`src/rtl/core/swcc_pkg.sv`:
```
// Shared types, codes and CRC-8 functions for the sensor word CRC codec.
package swcc_pkg;

    localparam logic       OP_RECEIVE   = 1'b0;
    localparam logic       OP_ENCODE    = 1'b1;

    localparam logic [7:0] CRC_POLY     = 8'h31;
    localparam logic [7:0] CRC_INIT     = 8'hFF;
    localparam logic [7:0] BYTE_INVALID = 8'hFF;
    localparam logic [7:0] PERCENT_FULL = 8'd100;

    typedef struct packed {
        logic [15:0] word_value;
        logic [7:0]  crc_value;
        logic        crc_error;
        logic        frame_error;
    } swcc_result_t;

    // One byte through the MSB-first CRC-8 shift register.
    function automatic logic [7:0] crc_feed(input logic [7:0] crc, input logic [7:0] data);
        logic [7:0] r;
        r = crc ^ data;
        for (int k = 0; k < 8; k++) begin
            if (r[7]) begin
                r = {r[6:0], 1'b0} ^ CRC_POLY;
            end else begin
                r = {r[6:0], 1'b0};
            end
        end
        return r;
    endfunction

    function automatic logic [7:0] word_crc(input logic [7:0] hi, input logic [7:0] lo);
        return crc_feed(crc_feed(CRC_INIT, hi), lo);
    endfunction

endpackage

```
`src/rtl/core/sensor_word_crc_codec.sv`:
```
// An accepted word passes through the input register and then the result register.
// Throughput: one word per cycle; the input register and the result register form a
// two-stage pipeline that moves whenever the result register is empty or being taken.
// Receive bytes that do not complete a triplet give no result word.
// Reset (aresetn low, synchronous) empties both stages and clears the receive position
// and the sticky frame error.
module sensor_word_crc_codec
    import swcc_pkg::*;
(
    input  logic        aclk,
    input  logic        aresetn,
    input  logic        s_tvalid,
    output logic        s_tready,
    input  logic [15:0] s_tdata,   // [7:0] rx_byte, [15:8] ref_value
    input  logic [1:0]  s_tuser,   // [0] operation, [1] frame_start
    output logic        m_tvalid,
    input  logic        m_tready,
    output logic [23:0] m_tdata,   // [15:0] word_value, [23:16] crc_value
    output logic [1:0]  m_tuser    // [0] crc_error, [1] frame_error
);

    logic         stg_valid_reg;
    logic         stg_op_reg;
    logic [7:0]   stg_rx_reg;
    logic         stg_start_reg;
    logic [7:0]   stg_ref_reg;
    logic         out_valid_reg;
    swcc_result_t out_reg;

    logic         out_ready;
    logic         stg_take;
    logic         s_accept;
    logic         rx_take;
    logic         rx_has_result;
    swcc_result_t rx_result;
    swcc_result_t enc_result;
    logic         produce;
    swcc_result_t sel_result;

    assign out_ready = !out_valid_reg || m_tready;
    assign stg_take  = stg_valid_reg && out_ready;
    assign s_tready  = !stg_valid_reg || out_ready;
    assign s_accept  = s_tvalid && s_tready;
    assign rx_take   = stg_take && (stg_op_reg == OP_RECEIVE);

    swcc_rx_framer u_framer (
        .aclk        (aclk),
        .aresetn     (aresetn),
        .take        (rx_take),
        .rx_byte     (stg_rx_reg),
        .frame_start (stg_start_reg),
        .has_result  (rx_has_result),
        .result      (rx_result)
    );

    swcc_encoder u_encoder (
        .ref_value (stg_ref_reg),
        .result    (enc_result)
    );

    always_comb begin
        if (stg_op_reg == OP_ENCODE) begin
            produce    = 1'b1;
            sel_result = enc_result;
        end else begin
            produce    = rx_has_result;
            sel_result = rx_result;
        end
    end

    always_ff @(posedge aclk) begin
        if (!aresetn) begin
            stg_valid_reg <= 1'b0;
        end else if (s_accept) begin
            stg_valid_reg <= 1'b1;
        end else if (stg_take) begin
            stg_valid_reg <= 1'b0;
        end
    end

    always_ff @(posedge aclk) begin
        if (s_accept) begin
            stg_op_reg    <= s_tuser[0];
            stg_start_reg <= s_tuser[1];
            stg_rx_reg    <= s_tdata[7:0];
            stg_ref_reg   <= s_tdata[15:8];
        end
    end

    always_ff @(posedge aclk) begin
        if (!aresetn) begin
            out_valid_reg <= 1'b0;
        end else if (stg_take && produce) begin
            out_valid_reg <= 1'b1;
        end else if (m_tready) begin
            out_valid_reg <= 1'b0;
        end
    end

    always_ff @(posedge aclk) begin
        if (stg_take && produce) begin
            out_reg <= sel_result;
        end
    end

    assign m_tvalid = out_valid_reg;
    assign m_tdata  = {out_reg.crc_value, out_reg.word_value};
    assign m_tuser  = {out_reg.frame_error, out_reg.crc_error};

endmodule

```
`src/rtl/core/swcc_encoder.sv`:
```
// Percent-to-ticks scaler with saturation and CRC for the encode direction.
module swcc_encoder
    import swcc_pkg::*;
(
    input  logic [7:0]   ref_value,
    output swcc_result_t result
);

    // ticks = v*65535/100 = v*655 + floor(v*35/100).
    // floor(y/100) for y <= 3500 is (y*5243) >> 19; 35*5243 = 183505.
    localparam logic [17:0] FRAC_MULT  = 18'd183505;
    localparam int          FRAC_SHIFT = 19;
    localparam logic [9:0]  WHOLE_MULT = 10'd655;

    logic [25:0] frac_prod;
    logic [6:0]  frac_part;
    logic [17:0] whole_part;
    logic [17:0] ticks_sum;
    logic [15:0] ticks;

    always_comb begin
        frac_prod  = 26'(ref_value) * 26'(FRAC_MULT);
        frac_part  = frac_prod[FRAC_SHIFT +: 7];
        whole_part = 18'(ref_value) * 18'(WHOLE_MULT);
        ticks_sum  = whole_part + 18'(frac_part);
        if (ref_value > PERCENT_FULL) begin
            ticks = 16'hFFFF;
        end else begin
            ticks = ticks_sum[15:0];
        end
        result.word_value  = ticks;
        result.crc_value   = word_crc(ticks[15:8], ticks[7:0]);
        result.crc_error   = 1'b0;
        result.frame_error = 1'b0;
    end

endmodule

```
`src/rtl/core/swcc_rx_framer.sv`:
```
// Receive-side triplet framer: holds word bytes, checks the CRC, tracks sticky error.
module swcc_rx_framer
    import swcc_pkg::*;
(
    input  logic         aclk,
    input  logic         aresetn,
    input  logic         take,
    input  logic [7:0]   rx_byte,
    input  logic         frame_start,
    output logic         has_result,
    output swcc_result_t result
);

    localparam logic [1:0] POS_HIGH = 2'd0;
    localparam logic [1:0] POS_LOW  = 2'd1;
    localparam logic [1:0] POS_CRC  = 2'd2;

    logic [1:0] pos_reg, pos_next;
    logic [7:0] high_reg, high_next;
    logic [7:0] low_reg, low_next;
    logic       sticky_reg, sticky_next;
    logic [1:0] pos_eff;
    logic       sticky_eff;
    logic [7:0] crc_calc;
    logic       err;

    always_comb begin
        pos_eff    = frame_start ? POS_HIGH : pos_reg;
        sticky_eff = frame_start ? 1'b0 : sticky_reg;
        crc_calc   = word_crc(high_reg, low_reg);
        // A byte of all ones means the sensor did not drive the bus, so no error is flagged.
        err = (crc_calc != rx_byte) && (high_reg != BYTE_INVALID)
              && (low_reg != BYTE_INVALID) && (rx_byte != BYTE_INVALID);

        pos_next    = pos_reg;
        high_next   = high_reg;
        low_next    = low_reg;
        sticky_next = sticky_reg;
        has_result  = 1'b0;
        unique case (pos_eff)
            POS_LOW: begin
                low_next = rx_byte;
                pos_next = POS_CRC;
            end
            POS_CRC: begin
                has_result  = 1'b1;
                sticky_next = sticky_eff | err;
                pos_next    = POS_HIGH;
            end
            default: begin
                high_next   = rx_byte;
                sticky_next = sticky_eff;
                pos_next    = POS_LOW;
            end
        endcase

        result.word_value  = {high_reg, low_reg};
        result.crc_value   = crc_calc;
        result.crc_error   = err;
        result.frame_error = sticky_eff | err;
    end

    always_ff @(posedge aclk) begin
        if (!aresetn) begin
            pos_reg    <= POS_HIGH;
            high_reg   <= 8'h00;
            low_reg    <= 8'h00;
            sticky_reg <= 1'b0;
        end else if (take) begin
            pos_reg    <= pos_next;
            high_reg   <= high_next;
            low_reg    <= low_next;
            sticky_reg <= sticky_next;
        end
    end

    a_crc_to_high: assert property (@(posedge aclk) disable iff (!aresetn)
        take && !frame_start && pos_reg == POS_CRC |=> pos_reg == POS_HIGH)
        else $error("framer did not return to the high byte after a CRC byte");

    a_start_to_low: assert property (@(posedge aclk) disable iff (!aresetn)
        take && frame_start |=> pos_reg == POS_LOW && !sticky_reg)
        else $error("frame start did not restart the triplet and clear the error");

    a_low_to_crc: assert property (@(posedge aclk) disable iff (!aresetn)
        take && !frame_start && pos_reg == POS_LOW |=> pos_reg == POS_CRC)
        else $error("framer did not advance to the CRC byte");

    a_no_result_on_start: assert property (@(posedge aclk) disable iff (!aresetn)
        has_result |-> !frame_start)
        else $error("result raised on the first byte of a frame");

endmodule
```
`config.mk`:
```
export PLATFORM = sky130hd
export DESIGN_NAME = sensor_word_crc_codec
export DESIGN_NICKNAME = d
export VERILOG_FILES = /design/src/rtl/core/swcc_pkg.sv /design/src/rtl/core/sensor_word_crc_codec.sv /design/src/rtl/core/swcc_encoder.sv /design/src/rtl/core/swcc_rx_framer.sv
export SDC_FILE = /design/constraint.sdc
export NUM_CORES = 1
export LEC_CHECK = 0
export ABC_AREA = 1
export BUFFER_PORTS_ARGS = -buffer_cell sky130_fd_sc_hd__buf_4
export CAP_MARGIN = 0
export CORE_ASPECT_RATIO = 1.1
export CORE_MARGIN = 4
export CORE_UTILIZATION = 55
export CTS_BUF_LIST = sky130_fd_sc_hd__clkbuf_4 sky130_fd_sc_hd__clkbuf_8 sky130_fd_sc_hd__clkbuf_16
export DETAILED_ROUTE_END_ITERATION = 16
export PLACE_DENSITY_LB_ADDON = 0.08
export SLEW_MARGIN = 15
export SYNTH_ARGS = -nofsm -noshare
export SYNTH_HDL_FRONTEND = slang
export SYNTH_HIERARCHICAL = 1
export SYNTH_SLANG_ARGS = --single-unit
export TNS_END_PERCENT = 5
```
`constraint.sdc`:
```
create_clock -name aclk -period 7.6 [get_ports aclk]
set_input_delay 0.76 -clock aclk [delete_from_list [all_inputs] [get_ports aclk]]
set_output_delay 0.76 -clock aclk [all_outputs]
set_load 0.1 [all_outputs]
```
Word-level counts from Yosys, hierarchy flattened
Cells that the tools add are included.
{"block": "word_totals", "register_bits": 65, "in_bits": 22}
{"block": "classes", "add_sub_neg": 1, "n_mul": 2, "n_lt_le_gt_ge": 1, "eq_ne": 6, "mux": 44, "bitwise": 40, "n_reduce_logical": 17}
{"operator": "$mux W6", "count": 32}
{"operator": "$not A3 Y3", "count": 32}
{"operator": "$mul A8 B18 Y26 const B", "count": 1}
{"operator": "$mux W26", "count": 1}
{"operator": "$ne A8 B8 Y1 const B", "count": 3}
{"operator": "$add A16 B7 Y16", "count": 1}
{"operator": "$mul A8 B10 Y16 const B", "count": 1}
{"operator": "$mux W16", "count": 1}
{"operator": "$not A8 Y8", "count": 2}
{"operator": "$xor A8 B8 Y8", "count": 2}
{"operator": "$gt A8 B7 Y1 const B", "count": 1}
{"operator": "$ne A8 B8 Y1", "count": 1}
{"operator": "$logic_and A1 B1 Y1", "count": 7}
{"operator": "$mux W1", "count": 7}
{"operator": "$reduce_and A2 Y1", "count": 3}
{"operator": "$pmux W2 S2", "count": 1}
{"operator": "$reduce_bool A2 Y1", "count": 2}
{"operator": "$not A1 Y1", "count": 3}
{"operator": "$eq A2 B1 Y1 const B", "count": 1}
{"operator": "$eq A2 B2 Y1 const B", "count": 1}
{"operator": "$logic_not A1 Y1", "count": 2}
{"operator": "$logic_or A1 B1 Y1", "count": 2}
{"operator": "$mux W2", "count": 1}
{"operator": "$pmux W1 S2", "count": 1}
{"operator": "2 further kinds", "count": 2}

Longest topological paths before layout
{"block": "logic_depth", "ltp_word": 40, "depth_mapped": 53, "depth_no_buf": 53}

Hierarchy
The synthesis kept the hierarchy.
{"module": "swcc_encoder", "instances": 1, "cells_per_inst": 645, "area_per_inst_um2": 4717.0, "seq_area_each_um2": 0.0}
{"module": "swcc_rx_framer", "instances": 1, "cells_per_inst": 307, "area_per_inst_um2": 1831.8, "seq_area_each_um2": 380.4}
{"module": "sensor_word_crc_codec", "instances": 1, "cells_per_inst": 145, "area_per_inst_um2": 1776.7, "seq_area_each_um2": 1361.3}

Worst setup path after synthesis
OpenSTA, ideal clock, no wires.
{"block": "synth_timing", "path_type": "reg2reg", "start": "register stg_ref_reg[4]", "end": "register out_reg, in the netlist m_tdata[21], data pin", "setup_time_ns": 0.252, "arrival_ns": 7.462, "required_ns": 7.348, "slack_ns": -0.114, "stages_incl_launch_ff": 50, "n_path_buf": 0, "synth_period_minus_slack_ns": 7.714, "path_cell_list": "edfxtp_1 ha_1 fa_1 inv_1 fa_1 inv_1 fa_1 ha_1 nand2_1 nor2_1 o21ai_0 o211ai_1 nand2_1 nand2_1 a21oi_1 o21bai_1 nand2_1 nand2_1 [... 14 more ...] nand2_1 nand2_2 nor2_4 inv_1 nand2_1 nand3_2 nand2_4 nand2_2 nand2_4 nand2_2 nand2_2 inv_1 nand3_2 nand2_1 nand2_1 nand2_1 nand2_1 nand2_1"}
{"item": "start: declaration", "line_no": "sensor_word_crc_codec.sv:26", "text": "logic [7:0] stg_ref_reg;"}
{"item": "start signal: assignment", "line_no": "sensor_word_crc_codec.sv:86", "text": "stg_ref_reg <= s_tdata[15:8];"}
{"item": "end signal: assignment", "line_no": "sensor_word_crc_codec.sv:102", "text": "out_reg <= sel_result;"}
{"item": "end: declaration", "line_no": "sensor_word_crc_codec.sv:28", "text": "swcc_result_t out_reg;"}

==> results.py <==
metrics = {
    "die": {
        "core.rowCount": 46,
        "die-area_um2": 17200,
        "die_w_um": 125,
        "ios": 50,
        "core_um2": 14600,
        "fp.dieH_um": 137,
        "start_util": 0.569,
    },
    "global_routing": {
        "grt_max_degree": 29,
        "grt_pass1_vias": 7111,
        "antenna_found_initial": 0,
        "grt_pass1_wl_um": 33500,
        "overflow": 0,
        "grt_usage": 0.240,
    },
    "timing": {
        "tns_ps": -1360,
        "whs_ps": 459,
        "setup_viol": 8,
        "hold_viol_final": 0,
        "period_minus_slack_ps": 7820,
        "fmax_ghz": 0.128,
        "period_share": 1.03,
        "setup_ws_ps": -216,
        "rsz0062_at_grt": "true",
        "max_slew_margin": 0.514,
        "slew_violations": 0,
        "finClkSkew_ps": 7.32,
        "worst_pin_slew_ps": 729,
    },
    "setup_path": {
        "slowest_delay_ps": 560,
        "reg2reg_depth": 54,
        "worst_ep_required_time_ps": 7690,
        "critPathCaptureType": "register",
        "reg2reg_slack_ps": -220,
        "arrival_ps": 7910,
        "cp_common_cell": "buf_4",
        "crit_path_top_delay_cell": "fa_1",
        "r2r_end": "m_tdata[21]",
        "critical_path_class": "reg -> reg",
        "start_kind": "register",
        "cp_max_fo": 4,
        "r2r_start": "stg_ref_reg[3]",
    },
    "hold_path": {
        "hold_depth": 2,
        "whs_endpoint": "u_framer/pos_reg[0]",
        "holdCritStartpoint": "u_framer/pos_reg[0]",
        "hp-class": "reg -> reg",
    },
    "yosys": {
        "syn_area_um2": 8330,
        "ys.flop_type": "edfxtp_1",
        "synth_area_leaders": "ha_1, edfxtp_1, nand2_1",
        "synth_top_area_cell": "ha_1",
        "synthDistinctLibCells": 48,
        "async_flop_share": 0,
        "yosysWarnings": 6,
        "synth_seq_cells": 65,
        "postSynthAreaPerCell_um2": 7.59,
        "synth-edff-count": 44,
        "yosys.area.top_type_share": 0.168,
        "ys_seq_area_frac": 0.209,
        "synthCells": 1097,
    },
    "routing": {
        "first_pass_iters": 6,
        "via_count": 7505,
        "avgViaCountPerCell": 5.22,
        "wl_um": 20600,
        "post_drt_wl_per_cell_um": 14.3,
        "dr.first_iter.drc_count": 431,
        "antenna_left": 0,
        "drc_errors": 0,
    },
    "clocking": {
        "h-tree-depth": 3,
        "cts_sinks": 65,
        "cts_tree": "yes",
        "hold_buffers": 0,
        "cts.clk_slew.worst_paths_ps": 60,
        "root_buffer": "clkbuf_16",
        "cts.path.max_buffers": 2,
        "clk_latency_ps": 340,
        "cts_buffers": 9,
    },
    "run": {
        "maxCapViolations": 0,
    },
    "outcome": {
        "violations": "setup timing",
        "status": "complete, but fails checks",
    },
    "layout": {
        "fill_cells": 1240,
        "largest_reg_flops": 24,
        "final_util": 0.692,
        "antenna_cells": 0,
        "layout.nets": 1415,
        "seq_area_um2": 1740,
        "synthToLayoutAreaGrowth_pct": 21.5,
        "drive_gt1_frac": 0.268,
        "multi_input_area_um2": 5970,
    },
    "placement": {
        "io_buffer_count": 49,
        "place.gp.congestion": 0.923,
        "hpwl_um": 16500,
    },
}
==> synth_stat cells (4+ instances only) <==
cell type,n
buf_6,4
fa_1,41
inv_1,190
o21ai_0,20
or2_2,4
nand2_2,54
nor2_1,26
nand2_1,306
inv_2,15
nand3_2,23
ha_1,112
nand3_1,91
nand4_1,13
a21oi_1,38
edfxtp_1,44
nor3_1,4
nand2_4,16
xnor2_1,9
nand3_4,4
xor2_1,10
dfxtp_1,21
nor4_1,4
buf_4,5
o21bai_1,4
a21oi_2,5
==> cell type report <==
cell class | instances | area share
multi-input cells | 812 | 0.590
clock inverters | 6 | 0.00668
clock buffers | 10 | 0.0230
flip-flops and latches | 65 | 0.172
inverters | 208 | 0.0779
repair buffers | 144 | 0.107
well taps | 192 | 0.0237
==> stage by stage <==
| step | worst slack, ps | cell area (µm²) | cells |
|---|---|---|---|
| 6_report | -216 | 10100 | 1437 |
| 5_1_grt | -607 | 10100 | 1437 |
| 4_1_cts | -201 | 10000 | 1437 |
| 3_5_place_dp | -368 | 9470 | 1403 |
| 3_3_place_gp | -170 | 9470 | 1403 |
| 2_1_floorplan | 20.4 | 8380 | 1098 |
==> timing repair <==
item | in CTS | in global routing
resized for setup | 26 | 19
pin swaps | 33 | 4
setup buffers | 18 | 0
setup endpoints to repair | 8 | 9
endpoints found under the hold margin | 0 | 0
==> critical path: cells and delay by family (launching register included) <==
kind                       cells  cell delay (ps)
adders and majority gates     10             3160
and+or+nand+nor               25             1910
AOI/OAI and AO/OA              4              410
buffers and inverters         14             1480
DFF                            1              440
xor gates and xnor gates       1              160
==> metal layers <==
metal,global-route usage,share of wire
met1,0.327,0.46
met4,0.0482,0.011
met3,0.0355,0.050
met2,0.412,0.48
met5,0,0
==> how the worst max path moves through the flow <==
stage / startpoint / to / cells past startpoint
2_1_floorplan: stg_ref_reg[4] / m_tdata[22] / 46
3_3_place_gp: stg_ref_reg[4] / m_tdata[23] / 47
3_5_place_dp: stg_ref_reg[4] / m_tdata[16] / 49
4_1_cts: stg_ref_reg[3] / m_tdata[21] / 49
5_1_grt: stg_ref_reg[5] / m_tdata[22] / 46
6_report: stg_ref_reg[3] / m_tdata[21] / 54
==> logic make-up after synthesis <==
group / Yosys count / share of synthesized area
buffers and inverters: 221 / 0.107
and+or+nand+nor: 555 / 0.334
xor gates and xnor gates: 22 / 0.0274
other: 1 / 0.000450
AOI/OAI and AO/OA: 80 / 0.0559
adders and majority gates: 153 / 0.267
DFF: 65 / 0.209
==> cell usage in the layout (no fill, tap or decap), types with 8 or more instances in the layout <==
master / instances
nand2_1: 294
inv_1: 186
buf_4: 144
ha_1: 104
nand3_1: 84
nand2_2: 58
edfxtp_1: 44
fa_1: 40
a21oi_1: 35
nand3_2: 27
nor2_1: 24
nand2_4: 24
dfxtp_1: 21
inv_2: 20
o21ai_0: 19
nand4_1: 13
xor2_1: 10
clkbuf_16: 9
xnor2_1: 8
ha_4: 8
Power is left out: the tool's default activity adds up to more than one toggle a clock period on the data nets, which glitch-free logic cannot reach.
